`config.mk`:
```
export PLATFORM = sky130hd
export DESIGN_NAME = pli_blend
export DESIGN_NICKNAME = d
export VERILOG_FILES = /design/src/rtl/pli_pkg.sv /design/src/rtl/pli_blend.sv
export SDC_FILE = /design/constraint.sdc
export NUM_CORES = 1
export LEC_CHECK = 0
export BUFFER_PORTS_ARGS = -buffer_cell sky130_fd_sc_hd__buf_2
export CAP_MARGIN = 10
export CORE_ASPECT_RATIO = 1.75
export CORE_MARGIN = 3
export CORE_UTILIZATION = 45
export DETAILED_ROUTE_END_ITERATION = 6
export PLACE_DENSITY_LB_ADDON = 0.2
export SYNTH_ARGS = -nofsm -noshare
export SYNTH_HDL_FRONTEND = slang
export SYNTH_SLANG_ARGS = --single-unit
```
`constraint.sdc`:
```
create_clock -name vclk -period 21
set_clock_uncertainty 0.15 [all_clocks]
set_input_delay 2.1 -clock vclk [all_inputs]
set_output_delay 2.1 -clock vclk [all_outputs]
set_load 0.05 [all_outputs]
```
`src/rtl/pli_pkg.sv`:
```
// ----------------------------------------------------------------------------
// pli_pkg
// shared types and constants of the palette lookup interpolator
// ----------------------------------------------------------------------------
package pli_pkg;

  localparam int unsigned PaletteDepthDefault = 256;
  localparam int unsigned FracBitsDefault     = 8;

  localparam int unsigned SmoothW  = 24;
  localparam int unsigned MaxIterW = 16;
  localparam int unsigned PalLenW  = 9;
  localparam int unsigned IndexW   = 8;
  localparam int unsigned ChanW    = 8;
  localparam int unsigned ColorW   = 4 * ChanW;
  localparam int unsigned ProdW    = SmoothW + PalLenW;
  localparam int unsigned CfgIdxW  = 1;
  localparam int unsigned CfgDataW = 16;

  localparam logic [MaxIterW-1:0] MaxIterReset = 16'd256;
  localparam logic [PalLenW-1:0]  PalLenReset  = 9'd256;
  localparam logic [ChanW-1:0]    InsideAlpha  = 8'hFF;

  typedef enum logic {
    ACT_LOOKUP = 1'b0,
    ACT_WRITE  = 1'b1
  } action_e;

  typedef enum logic [CfgIdxW-1:0] {
    CFG_MAX_ITER = 1'b0,
    CFG_PAL_LEN  = 1'b1
  } cfg_idx_e;

  typedef struct packed {
    action_e             action;
    logic [SmoothW-1:0]  smooth_iter;
    logic [IndexW-1:0]   entry_index;
    logic [ChanW-1:0]    entry_red;
    logic [ChanW-1:0]    entry_green;
    logic [ChanW-1:0]    entry_blue;
    logic [ChanW-1:0]    entry_alpha;
  } in_item_t;

  typedef struct packed {
    logic [ChanW-1:0] red;
    logic [ChanW-1:0] green;
    logic [ChanW-1:0] blue;
    logic [ChanW-1:0] alpha;
    logic             inside_set;
  } out_item_t;

  // red in the low byte of a palette word
  typedef struct packed {
    logic [ChanW-1:0] alpha;
    logic [ChanW-1:0] blue;
    logic [ChanW-1:0] green;
    logic [ChanW-1:0] red;
  } color_t;

  typedef struct packed {
    logic    valid;
    action_e action;
    logic    in_set;
  } ctl_t;

  typedef struct packed {
    logic [IndexW-1:0] index;
    color_t            color;
  } wr_t;

endpackage

```
`src/rtl/pli_blend.sv`:
```
// ----------------------------------------------------------------------------
// pli_blend
// linear blend of two palette colors by a fixed-point fraction
// ----------------------------------------------------------------------------
module pli_blend #(
  parameter int unsigned FracBits = 8
) (
  input  pli_pkg::color_t      lo_i,
  input  pli_pkg::color_t      hi_i,
  input  logic [FracBits-1:0]  frac_i,
  output pli_pkg::color_t      color_o
);
  import pli_pkg::*;

  localparam int unsigned WtW  = FracBits + 1;
  localparam int unsigned SumW = ChanW + FracBits + 2;

  logic [WtW-1:0] w_hi;
  logic [WtW-1:0] w_lo;

  assign w_hi = WtW'(frac_i);
  assign w_lo = (WtW'(1) << FracBits) - w_hi;

  function automatic logic [ChanW-1:0] mix(input logic [ChanW-1:0] a,
                                           input logic [ChanW-1:0] b,
                                           input logic [WtW-1:0]   wa,
                                           input logic [WtW-1:0]   wb);
    logic [SumW-1:0] acc;
    acc = SumW'(a) * SumW'(wa) + SumW'(b) * SumW'(wb);
    return acc[FracBits +: ChanW];
  endfunction

  assign color_o.red   = mix(lo_i.red,   hi_i.red,   w_lo, w_hi);
  assign color_o.green = mix(lo_i.green, hi_i.green, w_lo, w_hi);
  assign color_o.blue  = mix(lo_i.blue,  hi_i.blue,  w_lo, w_hi);
  assign color_o.alpha = mix(lo_i.alpha, hi_i.alpha, w_lo, w_hi);

endmodule
```
* Yosys cells after proc, flatten, opt, wreduce, memory -nomap -nowiden
Cells that the tools add are included.
** Word-level totals
- Bits of input ports :: 72
- Latch bits :: 0
- Memories :: 0
- Output and inout port bits :: 32
- Logic and storage cells :: 13
- Memory bits (writable) :: 0
- Bits in registers :: 0
- ROM bits :: 0
** Cells by class
- Add/subtract/negate cells :: 5
- Divide/modulo/power cells :: 0
- Shift-type cells :: 0
- Muxes and demuxes :: 0
- Equality and inequality tests :: 0
- Reductions and logical operators :: 0
- Bitwise gates (word level) :: 0
- Multiply operators :: 8
- $lt $le $gt $ge :: 0
** Operators by type and width (count)
- 16-bit adder :: 4
- 8-bit by 8-bit multiplier with 16-bit output :: 4
- 8-bit by 9-bit multiplier with 16-bit output :: 4
- 9-bit by 8-bit subtractor with 9-bit output, first input constant :: 1

* Depth between registers and ports, before layout
Gate-level depths: netlist of the first run.
- Depth after elaboration :: 3
- Depth in mapped cells :: 25

* Least setup slack after synthesis of the first run
OpenSTA, ideal clock, no wires.
- Kind :: input port to output port
- From :: input frac_i[0]
- To :: output color_o[15] in the netlist's numbering
- Stages on the path :: 24
- Setup slack :: 10351 ps
- Buffers on the path :: 3
- Arrival :: 8399 ps
- Path through :: buf_6 -> inv_1 -> ha_1 -> nand3_1 -> nor3_1 -> clkbuf_1 -> buf_2 -> nand2_1 -> fa_1 -> fa_1 -> inv_1 -> fa_1 -> fa_1 -> fa_1 -> inv_1 -> fa_1 -> inv_1 -> ha_1 -> o21a_1 -> a21boi_0 -> o21ai_0 -> a32oi_1 -> a31oi_1 -> xnor2_1
** RTL lines
- start, declared :: line pli_blend.sv:10 : input logic [FracBits-1:0] frac_i,
- end, declared :: line pli_blend.sv:11 : output pli_pkg::color_t color_o

==> impl_metrics.ini, run 1 <==
[run_status]
run_status = finished clean

[final_layout]
filler_cell_count = 3797
register_area_sq_um = 0
num-nets-final = 2719
synthToLayoutAreaGrowth_pct = 5.45
n_clock_buffer = 0
layout.sequential_cells = 0
drive_gt1_share_pct = 6.64

[floorplanning]
die_area_sq_um = 41200
initial_utilization_pct = 46.0
fp.dieH_um = 266
floorplan.io_pins = 104
rows = 94
horizontal_die_dimension_um = 155
fp.coreArea_sq_um = 37900

[worst_setup_path]
worst-endpoint-required_ns = 18.75
timing.critical_path.from_type = primary input
type_of_the_worst_setup_path = in2out
crit_path_end_kind = primary output
crit_path_start = frac_i[0]
worst-path-max-fanout = 62
critical_path_arrival_ns = 9.51

[routing]
ant_nets = 0
drtPass1Iterations = 5
post_drt_via_cell_ratio = 5.09
routedWlPerCell_um = 17.0
via_count = 12650
detail_route.drc_violations = 0
routed_wl_mm = 42.3
detailedRoute.firstIterationViolations = 489

[grt]
grt_overflow = 0
antenna_found_initial = 3
track_usage_pct = 21.7
number_of_global_route_vias_before_repair = 14530
global_route_wire_length_before_repair_mm = 71.4
grt_max_degree = 63

[synth]
netlist-cell-type-count = 46
synth_sequential_area_ratio_pct = 0
synth_area_sq_um = 17400
postSynthCellCount = 1967
netlist_top_cells_count = inv_1, fa_1, and2_1
yosys.area.top_type_share_pct = 46.0
synthDominantAreaCellType = fa_1
yosys_warnings = 0
yosysMostFrequentCell = inv_1
post_synth_main_area_contributors = fa_1, ha_1, inv_1, and2_1, nand2_1
syn_avg_cell_area_sq_um = 8.86
synthesis.nets = 2680

[sta]
hold_violation_count_in_the_final_report = 0
finalSetupViolCount = 0
tightest_slew_ns = 0.958
grt_setup_unrepaired = no
time_the_final_worst_path_needs_with_i_o_delays_and_setup_ns = 11.76
timing.final.max_slew_violations = 0
fin_crit_sh_pct = 56.0
fin_tns_setup_ns = 0
max_clock_freq_mhz = 85.0
timing.max_slew.rel_slack_pct = 35.8

[cts]
cts-hold-fix-buffers = 0
post-cts-setup-buffers = 0
postCtsResizedCells = 0

[placed_design]
port_buffers = 104
hpwlAfterDp_mm = 35.4
gpl.final_weighted_congestion = 0.845

[job]
cap_violations = 0

[hold_path]
min_path_type = in2out
worstHoldStart = lo_i[7]
==> routing by layer <==
metal	vias to the layer above	share of wire, %	GRT usage [%]
met2	233	58	43.4
met5	-	0	0
met3	105	2.1	0.894
met1	6557	34	23.3
met4	0	5.3	8.82
li1	5755	-	-
==> cell type report <==
class                      instances  area, sq um  share of cell area [%]
inverter                         538         2020                    11.0
tap                              480          601                    3.27
timing repair buffer             113          588                    3.20
multi-input combinational       1353        15200                    82.5
antenna                            3         7.51                  0.0409
==> kinds of logic (layout without fill, tap and decap cells) <==
| kind of cell | after synthesis | count (layout) | share of synthesized area (%) |
|---|---|---|---|
| xor gates and xnor gates | 63 | 63 | 3.17 |
| adders and majority gates | 641 | 641 | 63.3 |
| and+or+nand+nor | 577 | 577 | 17.4 |
| AOI/OAI and AO/OA | 72 | 72 | 2.89 |
| buffers and inverters | 614 | 651 | 13.3 |
| other | 0 | 3 | 0 |
==> layout by cell type (no fill, tap or decap), types with 14 or more instances in the layout <==
cell     count
ha_1       241
and2_1     314
xor2_1      14
buf_2      104
fa_1       400
nand2_1    225
inv_1      538
xnor2_1     43
a21oi_1     19
==> final timing paths <==
check / endpoint / slack (ns) / depth (start not counted)
worst max-delay path: color_o[6] / 9.24 / 26
worst min-delay path: color_o[7] / 4.70 / 5
==> worst max-delay path, stage by stage <==
cell,delay (ns)
buf_2,0.07
buf_4,0.50
inv_1,0.13
ha_1,0.28
nand2_1,0.11
xor2_2,0.70
buf_4,0.39
and2_1,0.21
fa_1,0.41
ha_1,0.29
inv_1,0.05
fa_1,0.50
inv_1,0.06
fa_1,0.51
fa_1,0.50
inv_1,0.05
fa_1,0.47
inv_1,0.04
ha_1,0.29
and4_1,0.22
a221oi_2,0.33
nand2_2,0.12
a221o_2,0.42
a221oi_2,0.28
xnor2_1,0.14
buf_2,0.28
==> stage by stage <==
| step | hold WS, ns | utilization (%) | instances | instance area (sq um) | worst slack (ns) |
|---|---|---|---|---|---|
| floorplan | 4.65 | - | 1967 | 17400 | 10.35 |
| CTS | 4.70 | 48.5 | 2484 | 18400 | 9.12 |
| global placement | 4.70 | 48.5 | 2484 | 18400 | 9.33 |
| detailed placement | 4.70 | 48.5 | 2484 | 18400 | 9.14 |
| global route | 4.74 | 48.5 | 2487 | 18400 | 8.76 |
| finish | 4.70 | 48.5 | 2487 | 18400 | 9.24 |
Power of run 1 is not shown: default switching activity piles up to over one toggle a cycle in this logic, so the estimate is an artifact.
==> run 2: changes to the inputs <==
- clock period: 21 -> 10.65 ns (I/O delays scaled with it)
==> impl_metrics.ini, run 2 (synthesis gave the netlist of run 1 again) <==
[run_status]
run_status = finished clean

[grt]
grt_overflow = 0
antenna_found_initial = 3
number_of_global_route_vias_before_repair = 14666
grt_max_degree = 61
track_usage_pct = 21.8
global_route_wire_length_before_repair_mm = 72.1

[placed_design]
place_worst_setup_slack_ns = 1.02
hpwlAfterDp_mm = 35.7
port_buffers = 104
gpl.final_weighted_congestion = 0.837

[final_layout]
post-route-util_pct = 48.7
filler_cell_count = 3774
drive_gt1_share_pct = 7.05
layout.cells.most_common_list = inv_1, fa_1, and2_1, ha_1, nand2_1
layout.sequential_cells = 0
n_clock_buffer = 0
num-nets-final = 2728
synthToLayoutAreaGrowth_pct = 5.82
layout_commonest_cell = inv_1
register_area_sq_um = 0

[routing]
detailedRoute.firstIterationViolations = 482
drtPass1Iterations = 5
routedWlPerCell_um = 17.0
ant_nets = 0
routed_wl_mm = 42.5
via_count = 12642
post_drt_via_cell_ratio = 5.07
detail_route.drc_violations = 0

[floorplanning]
rows = 94
initial_utilization_pct = 46.0
floorplan.io_pins = 104
fp.dieH_um = 266
horizontal_die_dimension_um = 155
die_area_sq_um = 41200
fp.coreArea_sq_um = 37900

[hold_path]
min_path_type = in2out

[worst_setup_path]
type_of_the_worst_setup_path = in2out
critical_path_arrival_ns = 8.38
crit_path_end_kind = primary output
cpMostUsedCell = fa_1
timing.critical_path.from_type = primary input
worst-path-max-fanout = 35
cp_slowest_cell = xnor2_2
worst_path_largest_cell_delay_ns = 0.81
worst-endpoint-required_ns = 9.44
cp_cell_sequence = buf_2 -> nor2_1 -> nand3_1 -> nor4_1 -> xnor2_2 -> buf_4 -> nand2_1 -> fa_1 -> fa_1 -> inv_1 -> fa_1 -> fa_1 -> fa_1 -> inv_1 -> fa_1 -> inv_1 -> ha_1 -> a21oi_1 -> nand2_1 -> and3_1 -> a221o_2 -> a221oi_2 -> xnor2_1 -> buf_2

[sta]
hold_violation_count_in_the_final_report = 0
max_clock_freq_mhz = 104
timing.final.max_slew_violations = 0
postLayoutSetupSlackWorst_ns = 1.06
finalSetupViolCount = 0
grt_setup_unrepaired = no
tightest_slew_ns = 1.10
timing.max_slew.rel_slack_pct = 26.6
fin_tns_setup_ns = 0
fin_crit_sh_pct = 90.1
time_the_final_worst_path_needs_with_i_o_delays_and_setup_ns = 9.59

[cts]
postCtsResizedCells = 0
post-cts-setup-buffers = 0
cts-hold-fix-buffers = 0

[job]
cap_violations = 0
run 2: routing by layer:
metal / up-vias / routed length, um / global-route usage (%) / part of all wire, %
met3: 92 / 778 / 0.488 / 1.8
met4: 0 / 1740 / 7.29 / 4.1
li1: 5765 / - / - / -
met5: - / 0 / 0 / 0
met1: 6565 / 14700 / 23.6 / 35
met2: 220 / 25200 / 44.7 / 59
run 2: per-stage QoR:
stage                     cell area [sq um]  instances  hold slack [ns]
final                                 18400       2495             2.64
after global routing                  18400       2495             2.67
after CTS                             18400       2493             2.64
after detailed placement              18400       2493             2.63
after global placement                18400       2493             2.64
after floorplan                       17400       1967             2.58
run 2: area by class of cell:
cell class / instances / area, sq um / share of cell area [%]
Multi-Input combinational cell: 1353 / 15200 / 82.2
Inverter: 538 / 2020 / 11.0
Timing Repair Buffer: 122 / 656 / 3.56
Tap cell: 480 / 601 / 3.26
Antenna cell: 2 / 5.00 / 0.0271
run 2: worst paths after layout:
| check | slack (ns) | end | startpoint | cells after the start |
|---|---|---|---|---|
| setup / recovery | 1.06 | color_o[6] | frac_i[2] | 24 |
| hold / removal | 2.64 | color_o[7] | lo_i[7] | 5 |
run 2: worst max-delay path, delay by kind of cell:
kind	cells	cell delay (ns)
buffers and inverters	6	1.36
adder cells (fa/ha/maj)	7	3.31
XOR/XNOR	2	0.96
AO/OA/AOI/OAI	3	0.85
AND/OR/NAND/NOR	6	0.81
Power of run 2 is left out for the same reason.
==> run 3: changes to the inputs <==
- CORE_MARGIN: 3 -> default
- PLACE_DENSITY_LB_ADDON: 0.2 -> 0.3
==> impl_metrics.ini, run 3 (synthesis gave the netlist of run 1 again) <==
[routing]
post_drt_via_cell_ratio = 5.07
routed.top_layer = met4
detail_route.drc_violations = 0
routed_wl_mm = 43.5
drtPass1Iterations = 5
dr_wl_met2_mm = 24.9
ant_nets = 0
routed-wl-met3_mm = 1.07
routedWlPerCell_um = 17.4
detailedRoute.firstIterationViolations = 424
routedLengthMet1_mm = 15.4
via_count = 12667

[cts]
postCtsResizedCells = 0
post-cts-setup-buffers = 0
cts-hold-fix-buffers = 0

[final_layout]
final_cell_area_sq_um = 18500
synthToLayoutAreaGrowth_pct = 5.93
layout.cells.most_common_list = inv_1, fa_1, and2_1, ha_1, nand2_1
n_clock_buffer = 0
register_area_sq_um = 0
multi_input_comb_area_sq_um = 15200
filler_cell_count = 3762
num-nets-final = 2728
layout.sequential_cells = 0
layout_commonest_cell = inv_1
drive_gt1_share_pct = 7.05

[placed_design]
port_buffers = 104
gpl.final_weighted_congestion = 0.880
detailed_place.area_sq_um = 18500
hpwlAfterDp_mm = 36.7

[floorplanning]
horizontal_die_dimension_um = 151
floorplan.io_pins = 104
fp.dieH_um = 262
initial_utilization_pct = 45.5
rows = 95
die_area_sq_um = 39500
fp.coreArea_sq_um = 38300

[grt]
number_of_global_route_vias_before_repair = 14690
antenna_found_initial = 2
grt_max_degree = 62
track_usage_pct = 23.5
global_route_wire_length_before_repair_mm = 72.5
grt_overflow = 0

[sta]
worst_slack_on_hold_paths_ns = 2.64
max_clock_freq_mhz = 107
fin_tns_setup_ns = 0
hold_violation_count_in_the_final_report = 0
grt_setup_unrepaired = no
timing.max_slew.rel_slack_pct = 29.2
tightest_slew_ns = 1.06
time_the_final_worst_path_needs_with_i_o_delays_and_setup_ns = 9.37
fin_crit_sh_pct = 87.9
timing.final.max_slew_violations = 0
finalSetupViolCount = 0

[worst_setup_path]
cp_cell_sequence = buf_2 -> nor2_1 -> nand3_1 -> nor2_1 -> xnor2_2 -> buf_4 -> nand2_1 -> fa_1 -> fa_1 -> fa_1 -> inv_1 -> fa_1 -> fa_1 -> inv_1 -> fa_1 -> inv_1 -> ha_1 -> o21a_1 -> o21ai_0 -> nor3_1 -> o31a_1 -> a21oi_1 -> xnor2_1 -> buf_2
type_of_the_worst_setup_path = in2out
cpMostUsedCell = fa_1
worst_path_largest_cell_delay_ns = 0.67
worst-endpoint-required_ns = 9.44
cp_slowest_cell = buf_2
worst-path-max-fanout = 35
critical_path_arrival_ns = 8.15
timing.critical_path.from_type = primary input
crit_path_end_kind = primary output

[job]
cap_violations = 0

[run_status]
run_status = finished clean

[hold_path]
min_path_type = in2out
min_path_cells = 5
==> run 3: cell counts in the layout (fill, tap and decap cells not counted) <==
No cell type changed its count.
==> run 3: worst max-delay path: cells and delay by family <==
kind,cells,cell delay [ns]
adders and majority gates,7,3.30
buffers and inverters,6,1.44
AOI/OAI and AO/OA,4,1.06
and+or+nand+nor,5,0.70
xor gates and xnor gates,2,0.57
==> run 3: final cells by class <==
class	count	area share (%)
Timing Repair Buffer	122	3.62
Tap cell	485	3.29
Multi-Input combinational cell	1353	82.1
Inverter	538	10.9
Antenna cell	2	0.0271
==> run 3: path summary, 6_finish.rpt <==
kind,start,end,slack (ns)
worst max-delay path,frac_i[2],color_o[23],1.28
worst min-delay path,lo_i[23],color_o[23],2.64
==> run 3: metal layers <==
layer  vias up  global-route usage, %
met5         -                      0
met4         0                   9.27
met3        94                  0.799
met2       273                   46.2
met1      6526                   25.7
li1       5774                      -
==> run 3: stage by stage <==
stage	cells	util (%)	worst slack (ns)
3_5_place_dp	2498	48.2	1.30
3_3_place_gp	2498	48.2	1.47
4_1_cts	2498	48.2	1.30
5_1_grt	2500	48.2	0.911
6_report	2500	48.2	1.28
2_1_floorplan	1967	-	2.07
Power of run 3 is left out for the same reason.
