===== config.mk =====
export PLATFORM = sky130hd
export DESIGN_NAME = pli_div_pipe
export DESIGN_NICKNAME = d
export VERILOG_FILES = /design/src/rtl/pli_pkg.sv /design/src/rtl/pli_div_pipe.sv
export SDC_FILE = /design/constraint.sdc
export NUM_CORES = 1
export LEC_CHECK = 0
export ABC_AREA = 1
export ABC_CLOCK_PERIOD_IN_PS = 2700
export BUFFER_PORTS_ARGS = -buffer_cell sky130_fd_sc_hd__buf_2
export CAP_MARGIN = 20
export CORE_AREA = 3 3 391 393
export CTS_BUF_LIST = sky130_fd_sc_hd__clkbuf_8 sky130_fd_sc_hd__clkbuf_16
export DETAILED_ROUTE_END_ITERATION = 7
export DIE_AREA = 0 0 394 396
export SYNTH_ARGS = -nofsm -noshare
export SYNTH_HDL_FRONTEND = slang
export SYNTH_SLANG_ARGS = --single-unit

===== constraint.sdc =====
create_clock -name clk_i -period 2.7 [get_ports clk_i]
set_input_delay 0.27 -clock clk_i [delete_from_list [all_inputs] [get_ports clk_i]]
set_output_delay 0.27 -clock clk_i [all_outputs]
set_load 0.02 [all_outputs]

===== src/rtl/pli_pkg.sv =====
// ----------------------------------------------------------------------------
// pli_pkg
// shared types and constants of the palette lookup interpolator
// ----------------------------------------------------------------------------
package pli_pkg;

  localparam int unsigned PaletteDepthDefault = 256;
  localparam int unsigned FracBitsDefault     = 8;

  localparam int unsigned SmoothW  = 24;
  localparam int unsigned MaxIterW = 16;
  localparam int unsigned PalLenW  = 9;
  localparam int unsigned IndexW   = 8;
  localparam int unsigned ChanW    = 8;
  localparam int unsigned ColorW   = 4 * ChanW;
  localparam int unsigned ProdW    = SmoothW + PalLenW;
  localparam int unsigned CfgIdxW  = 1;
  localparam int unsigned CfgDataW = 16;

  localparam logic [MaxIterW-1:0] MaxIterReset = 16'd256;
  localparam logic [PalLenW-1:0]  PalLenReset  = 9'd256;
  localparam logic [ChanW-1:0]    InsideAlpha  = 8'hFF;

  typedef enum logic {
    ACT_LOOKUP = 1'b0,
    ACT_WRITE  = 1'b1
  } action_e;

  typedef enum logic [CfgIdxW-1:0] {
    CFG_MAX_ITER = 1'b0,
    CFG_PAL_LEN  = 1'b1
  } cfg_idx_e;

  typedef struct packed {
    action_e             action;
    logic [SmoothW-1:0]  smooth_iter;
    logic [IndexW-1:0]   entry_index;
    logic [ChanW-1:0]    entry_red;
    logic [ChanW-1:0]    entry_green;
    logic [ChanW-1:0]    entry_blue;
    logic [ChanW-1:0]    entry_alpha;
  } in_item_t;

  typedef struct packed {
    logic [ChanW-1:0] red;
    logic [ChanW-1:0] green;
    logic [ChanW-1:0] blue;
    logic [ChanW-1:0] alpha;
    logic             inside_set;
  } out_item_t;

  // red in the low byte of a palette word
  typedef struct packed {
    logic [ChanW-1:0] alpha;
    logic [ChanW-1:0] blue;
    logic [ChanW-1:0] green;
    logic [ChanW-1:0] red;
  } color_t;

  typedef struct packed {
    logic    valid;
    action_e action;
    logic    in_set;
  } ctl_t;

  typedef struct packed {
    logic [IndexW-1:0] index;
    color_t            color;
  } wr_t;

endpackage


===== src/rtl/pli_div_pipe.sv =====
// ----------------------------------------------------------------------------
// pli_div_pipe
// pipelined restoring divider, one quotient bit per stage
// ----------------------------------------------------------------------------
module pli_div_pipe #(
  parameter int unsigned QuotW = 17
) (
  input  logic                          clk_i,
  input  logic                          rst_ni,
  input  logic                          en_i,
  input  pli_pkg::ctl_t                 ctl_i,
  input  logic [pli_pkg::ProdW-1:0]     num_i,
  input  pli_pkg::wr_t                  wr_i,
  input  logic [pli_pkg::MaxIterW-1:0]  div_i,
  output pli_pkg::ctl_t                 ctl_o,
  output logic [QuotW-1:0]              quot_o,
  output pli_pkg::wr_t                  wr_o
);
  import pli_pkg::*;

  logic [MaxIterW-1:0] rem_q [QuotW];
  logic [QuotW-1:0]    lo_q  [QuotW];
  ctl_t                ctl_q [QuotW];
  wr_t                 wr_q  [QuotW];

  for (genvar s = 0; s < QuotW; s++) begin : g_stage
    logic [MaxIterW-1:0] rem_in;
    logic [QuotW-1:0]    lo_in;
    ctl_t                ctl_in;
    wr_t                 wr_in;
    logic [MaxIterW:0]   trial;
    logic [MaxIterW:0]   diff;
    logic                take;

    if (s == 0) begin : g_first
      // for items outside the set, the upper part of the numerator is already below the divisor
      assign rem_in = MaxIterW'(num_i >> QuotW);
      assign lo_in  = num_i[QuotW-1:0];
      assign ctl_in = ctl_i;
      assign wr_in  = wr_i;
    end else begin : g_next
      assign rem_in = rem_q[s-1];
      assign lo_in  = lo_q[s-1];
      assign ctl_in = ctl_q[s-1];
      assign wr_in  = wr_q[s-1];
    end

    assign trial = {rem_in, lo_in[QuotW-1]};
    assign diff  = trial - {1'b0, div_i};
    assign take  = trial >= {1'b0, div_i};

    always_ff @(posedge clk_i or negedge rst_ni) begin
      if (!rst_ni) begin
        ctl_q[s] <= '0;
      end else if (en_i) begin
        ctl_q[s] <= ctl_in;
      end
    end

    always_ff @(posedge clk_i) begin
      if (en_i) begin
        rem_q[s] <= take ? diff[MaxIterW-1:0] : trial[MaxIterW-1:0];
        lo_q[s]  <= {lo_in[QuotW-2:0], take};
        wr_q[s]  <= wr_in;
      end
    end
  end

  assign ctl_o  = ctl_q[QuotW-1];
  assign quot_o = lo_q[QuotW-1];
  assign wr_o   = wr_q[QuotW-1];

  a_rem_below_div: assert property (@(posedge clk_i) disable iff (!rst_ni)
    ctl_q[QuotW-1].valid && (ctl_q[QuotW-1].action == ACT_LOOKUP) &&
    !ctl_q[QuotW-1].in_set |-> rem_q[QuotW-1] < div_i)
    else $error("divider remainder not below divisor");

endmodule


== Word-level counts from Yosys, hierarchy flattened ==
Memories as Yosys holds them, arrays and structs flattened.
Cells that the tools add are included.

* Register bits: 51
* Latch bits: 0
* Bits in writable memories: 1241
* ROM bits: 0
* Bits of input ports: 95
* Output and inout bits: 60
* Word-level logic and storage cells: 107
* Memories: 3

{| class="wikitable"
|+ Memories
! memory !! depth !! width !! read ports !! clocked after memory_dff !! write ports !! RTL line !! source
|-
| wr_q || 17 || 40 || 17 || 0 || 17 || pli_div_pipe.sv:24 || <nowiki>wr_t wr_q [QuotW];</nowiki>
|-
| lo_q || 17 || 17 || 17 || 0 || 17 || pli_div_pipe.sv:22 || <nowiki>logic [QuotW-1:0] lo_q [QuotW];</nowiki>
|-
| rem_q || 17 || 16 || 16 || 0 || 17 || pli_div_pipe.sv:21 || <nowiki>logic [MaxIterW-1:0] rem_q [QuotW];</nowiki>
|}

* Add/sub/neg operators: 17
* $mul: 0
* Div/mod/pow operators: 0
* $lt $le $gt $ge: 17
* Eq/ne operators: 0
* Shift operators: 0
* Muxes and demuxes: 19
* Bitwise operators: 0
* Reduce and logical (&&, ||, !) cells: 0

{| class="wikitable"
|+ Operators by type and width
! kind !! number
|-
| greater-or-equal comparator 17 x 16 -> 1 bit || 17
|-
| two-way mux 16 bit || 17
|-
| subtractor 16 bit || 17
|-
| two-way mux 1 bit || 2
|}

== Longest topological paths before layout ==
Gate-level depths: netlist of the first run.

* Depth after elaboration: 2
* Mapped depth: 15
* Depth with buffers taken out: 13

== Worst setup path before layout of the first run ==
Ideal clock, no wire load.

* Kind: input to register
* Start point: input div_i[2] (netlist bit)
* End point: memory rem_q[10][4] (netlist: rem_q[0][164]), data pin
* Library setup time: 0.252 ns
* Data arrival time: 1.878 ns
* Required time: 2.448 ns
* Path slack: 0.569 ns
* Stages: 14
* Cell sequence: inv_1 ha_1 clkbuf_2 nand2_1 nand2_1 nand2_1 nand3_1 nand2_1 nand3_1 nand2_2 nand2_4 buf_6 nand2_1 nand2_1

{| class="wikitable"
|+ RTL lines
! what !! RTL line !! source
|-
| start, declared || pli_div_pipe.sv:14 || <nowiki>input logic [pli_pkg::MaxIterW-1:0] div_i,</nowiki>
|-
| end, declared || pli_div_pipe.sv:21 ||
|}

==> flow_summary.toml, run 1 <==
[pwr]
power_density_nw_per_um2 = 1001
p_leak_nw = 31.62
clockPowerShare = 0.258
p_sw_mw = 24.92
swShare = 0.3556
p_seq_frac = 0.398
ir_drop_uv = 601.9
pwr-share-comb = 0.344
intPower_mw = 45.15

[yosys]
synth.area.top_cells = "edfxtp_1 (61%), nand2_1 (12%), ha_1 (5.7%)"
synthCells = 5669
yosysTopAreaCell = "edfxtp_1"
avgSynthCellArea_um2 = 10.56
ys_types = 44
synth.yosys.seq_area_share = 0.6361
synth.top_cell.area_share = 0.6147
ys.flop_type = "edfxtp_1"
synth_edf_count = 1225
syn_area_um2 = 59840
synthArstFlopShare = 0.03997
synthTopCellsByCount = "nand2_1 (1985), edfxtp_1 (1225), inv_1 (805)"
ys_warn_count = 0
synth-seq-cells = 1276
yosysMostFrequentCell = "nand2_1"
syn-num-nets = 6052

[cells_and_area]
seqCellArea_um2 = 38060
antenna_cells = 0
syn_to_final_growth_pct = 16.97
nNetsFinal = 6565
finalNonFillerCells = 8309
nFillCells = 13740
multiInputGateArea_um2 = 18180
drive_above_1_share = 0.1074

[timing]
skew_ns = 0.03684
max_freq_mhz = 428.2
rsz0062_at_grt = "false"
setup_viol = 0
period_share = 0.8649
maxSlewViolCount = 0
tightest_slew_ns = 0.4918
hold_viol_final = 0
holdWs_ns = 0.2175
fin_crit_ns = 2.335
relSlewSlack = 0.6721
fin_tns_setup_ns = 0

[hold_path]
hold_class = "in2reg"

[global_routing]
grt_pass1_wl_um = 206000
grt.total_usage = 0.1674
antenna_found_initial = 4
grt-ovfl-total = 0
grt_pass1_vias = 37240
grt_max_degree = 98

[place]
placed_cells = 7978
hpwl_um = 92230
io_buffers = 154
gp_congestion = 0.9212

[drt]
wl_per_cell_um = 15.84
detail_route.iter0.violations = 2765
vias = 39230
postRouteAntennaNets = 0
viasPerCell = 4.721
totalWireLength_um = 131600
drt_pass1_iterations = 8
drcViolationCount = 2

[run]
maxCapViolCount = 0

[floorplanning]
initial_utilization = 0.3995
num_rows = 142
ios = 155
core_um2 = 149800
die_w_um = 394
dieArea_um2 = 156000
die_h_um = 396

[setup_path]
rrSetupSlack_ns = 0.36
critPathRequiredTime_ns = 3.19
worstSetupPathType = "reg2reg"
path_max_fanout = 3
startpoint_type = "flip-flop"
endpoint_kind = "flip-flop"
critPathCapture = "rem_q[0][40]"
r2r-start = "lo_q[0][33]"
arrival_ns = 2.83
cp-startpoint = "lo_q[0][33]"
r2r-end = "rem_q[0][40]"
r2r_cells = 10

[clock_network]
cts_root_buffer = "clkbuf_16"
cts.htree.levels = 4
post_cts_buffers = 0
cts_buffer_depth = 3
worstSkewPairLatency_ns = 0.75
cts_tree = "done"
cts.sinks = 1276
cts_buffers = 139
clkTransAtPathRegs_ns = 0.07
cts_resized = 0

[status]
violations = "DRC"
status = "finished, violations left"
## per-layer routing
layer  global-route usage  share of wire  vias up
met5                    0              0        -
met4              0.05133          0.027        0
met3              0.02715          0.052      202
met2               0.2609           0.45      901
met1               0.2406           0.48    18270
li1                     -              -    19850
## power by group through the flow
stage | logic [mW] | clock network [mW] | registers (mW)
after floorplan | 17.4 | 0 | 27.2
after global placement | 23.6 | 0 | 28.3
after detailed placement | 23.9 | 0 | 28.3
after CTS | 24.1 | 18.8 | 27.9
after global routing | 27.6 | 19.6 | 28.1
final | 24.1 | 18.1 | 27.9
## final cells by class
| class | instances | area share |
|---|---|---|
| inverter | 810 | 0.04344 |
| multi-input combinational | 3511 | 0.2598 |
| clock buffer | 141 | 0.05041 |
| clock inverter | 111 | 0.01267 |
| timing repair buffer | 444 | 0.05388 |
| tap | 2016 | 0.03604 |
| sequential | 1276 | 0.5438 |
## worst min path at each step
stage / startpoint / endpoint / slack (ns) / cells past startpoint
floorplan: rst_ni / ctl_o[0] / -0.03 / 0
global placement: wr_q[0][267] / wr_q[0][307] / 0.40 / 0
detailed placement: lo_q[0][89] / lo_q[0][107] / 0.40 / 0
CTS: num_i[12] / lo_q[0][13] / 0.14 / 2
global route: num_i[5] / lo_q[0][6] / 0.17 / 2
finish: num_i[12] / lo_q[0][13] / 0.22 / 2
## worst max-delay path, cell delays in order, from the launching register on
cell,delay (ns)
edfxtp_1,0.33
inv_1,0.08
ha_1,0.29
fa_1,0.44
inv_1,0.10
nand3_1,0.07
nand3_1,0.21
a21oi_1,0.13
or2_2,0.29
nand3_1,0.08
nand2_1,0.05
## kinds of logic after synthesis
family | Yosys count | share of synthesized area
simple gates | 2890 | 0.2060
flops | 1276 | 0.6361
compound gates | 232 | 0.02078
fa+ha+maj | 288 | 0.06223
xor+xnor | 98 | 0.01434
mux | 3 | 0.0005645
buf+inv | 882 | 0.06005
## metrics by stage
stage,power (mW),area [um2],setup slack [ns],util
3_5_place_dp,52.14,64780,0.2452,0.4325
6_report,70.07,70000,0.3649,0.4673
3_3_place_gp,51.93,64780,0.2500,0.4325
5_1_grt,75.29,70000,0.2598,0.4673
2_1_floorplan,44.53,59840,0.5692,-
4_1_cts,70.78,69970,0.4236,0.4671
## sequential cells by signal, indices dropped and copies added (netlist names)
register / flops
ctl_o: 3
ctl_q: 48
lo_q: 289
rem_q: 256
wr_q: 680
## repair_timing
item / 4_1_cts / 5_1_grt
setup endpoints to repair: 0 / 0
endpoints found under the hold margin: 174 / 9
hold buffers: 77 / 1
## placed cells by master (no fill, tap or decap), types with 46 or more instances in the layout
| cell | synthesis | routed |
|---|---|---|
| xor2_1 | 75 | 75 |
| edfxtp_1 | 1225 | 1225 |
| buf_4 | 18 | 163 |
| nand2_1 | 1985 | 1985 |
| dlygate4sd3_1 | 0 | 78 |
| nor2_1 | 214 | 214 |
| buf_12 | 2 | 50 |
| nand3_1 | 417 | 417 |
| dfrtp_1 | 51 | 51 |
| buf_2 | 19 | 153 |
| ha_1 | 272 | 272 |
| inv_1 | 805 | 834 |
| nor3_1 | 46 | 46 |
| nand4_1 | 69 | 69 |
| a21oi_1 | 168 | 168 |
| clkbuf_16 | 0 | 141 |
Power figures use the tool's default switching activity.
==> run 2: changes to the inputs <==
Settings changed: CELL_PAD_IN_SITES_DETAIL_PLACEMENT set to 1, CELL_PAD_IN_SITES_GLOBAL_PLACEMENT set to 1, PLACE_DENSITY_LB_ADDON set to 0.1.
==> run 2 against run 1 <==
Net effect:
- the run now ends clean
- hold slack lost 0.068 ns
- critical path type unchanged
- sequential cell count unchanged
- setup slack worse by 0.032 ns
- final cell count decreased by 0.43%
- sequential share of layout area is essentially flat
==> flow_summary.toml, run 2 (synthesis results as in run 1) <==
[clock_network]
cts_tree = "done"
cts_buffer_depth = 3
worstSkewPairLatency_ns = 0.77
cts.htree.levels = 4
cts.sinks = 1276
post_cts_buffers = 0
cts_hold_buf = 80
cts_buffers = 139
clkTransAtPathRegs_ns = 0.06
cts_root_buffer = "clkbuf_16"
cts_resized = 0

[place]
gp_congestion = 0.8671
dpl-instance-area_um2 = 64510
io_buffers = 154
hpwl_um = 106500

[drt]
totalWireLength_um = 146000
viasPerCell = 4.768
drt_pass1_iterations = 6
detail_route.iter0.violations = 1813
drcViolationCount = 0
wl_per_cell_um = 17.65
vias = 39450
postRouteAntennaNets = 0

[cells_and_area]
drive_above_1_share = 0.1037
top_register = "wr_q"
postLayoutCellArea_um2 = 69960
largest_reg_flops = 680
nNetsFinal = 6528
largestRegisters = "wr_q x680, lo_q x289, rem_q x256"
syn_to_final_growth_pct = 16.92
final_common_cell = "nand2_1"
layout_common_cells = "nand2_1 (1985), edfxtp_1 (1225), inv_1 (827), nand3_1 (417), ha_1 (272)"

[timing]
rsz0062_at_grt = "false"
max_freq_mhz = 422.4
hold_viol_final = 0
fin_crit_ns = 2.367
fin_tns_setup_ns = 0
setup_viol = 0
skew_ns = 0.04209
maxSlewViolCount = 0
tightest_slew_ns = 0.6620
period_share = 0.8768
relSlewSlack = 0.5586

[pwr]
p_leak_nw = 31.51
power_density_nw_per_um2 = 1012
ir_drop_uv = 552.1

[floorplanning]
initial_utilization = 0.3995
num_rows = 142
die_h_um = 396
core_um2 = 149800
ios = 155
die_w_um = 394
dieArea_um2 = 156000

[hold_path]
hold_class = "in2async"

[setup_path]
slowest_stage = "edfxtp_1"
path_max_fanout = 14
r2r-start = "rem_q[0][19]"
crit_top_cell = "nand2_1"
worstPathCellList = "ha_1 > nand2_1 > inv_1 > nand2_1 > nor2_2 > nand2_1 > nor2_1 > nor2_1 > nand2_2 > inv_1 > buf_4 > nand2_1 > nand2_1"
cp-startpoint = "rem_q[0][19]"
worstSetupPathType = "reg2reg"
arrival_ns = 2.88
critPathRequiredTime_ns = 3.22
startpoint_type = "flip-flop"
max_stage_delay_ns = 0.44
rrSetupSlack_ns = 0.33
endpoint_kind = "flip-flop"

[status]
status = "finished, final reports clean"

[run]
maxCapViolCount = 0

[global_routing]
grt_pass1_wl_um = 229800
grt_pass1_vias = 41230
grt_max_degree = 71
antenna_found_initial = 4
grt-ovfl-total = 0
grt.total_usage = 0.1878
==> run 2: cell types whose count changed in the layout (fill, tap and decap cells not counted), sizes merged <==
cell / previous run / this run
bufinv: 7 / 13
clkbuf: 141 / 142
clkinvlp: 6 / 9
diode: 0 / 1
clkinv: 60 / 59
buf: 366 / 327
inv: 848 / 839
dlygate4sd3: 78 / 80
==> run 2: worst paths after layout <==
| kind | endpoint | depth (start not counted) |
|---|---|---|
| max in group asynchronous | ctl_q[26] | 3 |
| max reg2reg | rem_q[0][47] | 13 |
| min reg2reg | lo_q[1][87] | 0 |
| min in group clk_i | wr_q[0][21] | 2 |
| max | rem_q[0][47] | 13 |
| min | ctl_q[49] | 3 |
==> run 2: power by group <==
| group | leakage [nW] | internal, mW | switching [mW] |
|---|---|---|---|
| registers | 12.6 | 25.9 | 1.95 |
| clock network | 2.32 | 10.9 | 7.99 |
| logic | 16.6 | 8.36 | 15.7 |
==> run 2: stage by stage <==
stage          std cells  power [mW]    util  worst slack [ns]  hold WS [ns]
2_1_floorplan       5669       44.53       -            0.5692      -0.02559
3_3_place_gp        7940       51.85  0.4307           0.07074        0.4001
3_5_place_dp        7940       52.43  0.4307           0.05159        0.4051
4_1_cts             8272       71.93  0.4671            0.3033       0.09667
5_1_grt             8272       76.34  0.4671            0.1119        0.1410
6_report            8273       70.83  0.4671            0.3326        0.1499
==> run 2: critical path: cells and delay by family, from the launching register on <==
kind / cells / cell delay (ns)
fa+ha+maj: 1 / 0.41
buf+inv: 3 / 0.40
simple gates: 9 / 0.86
flops: 1 / 0.44
==> run 2: area by class of cell <==
class,instances,area [um2]
clock buffers,142,3520
clock inverters,110,1132
diodes,1,2.502
repair buffers,407,3498
inverters,810,3040
flip-flops and latches,1276,38060
well taps,2016,2522
multi-input cells,3511,18180
fillers,16410,79810
==> run 2: per-layer routing <==
layer / track usage / part of all wire / up-vias / routed length, um
li1: - / - / 19750 / -
met4: 0.04918 / 0.022 / 0 / 3255
met1: 0.2561 / 0.47 / 19050 / 69130
met2: 0.3155 / 0.47 / 452 / 69310
met3: 0.02666 / 0.029 / 186 / 4303
met5: 0 / 0 / - / 0
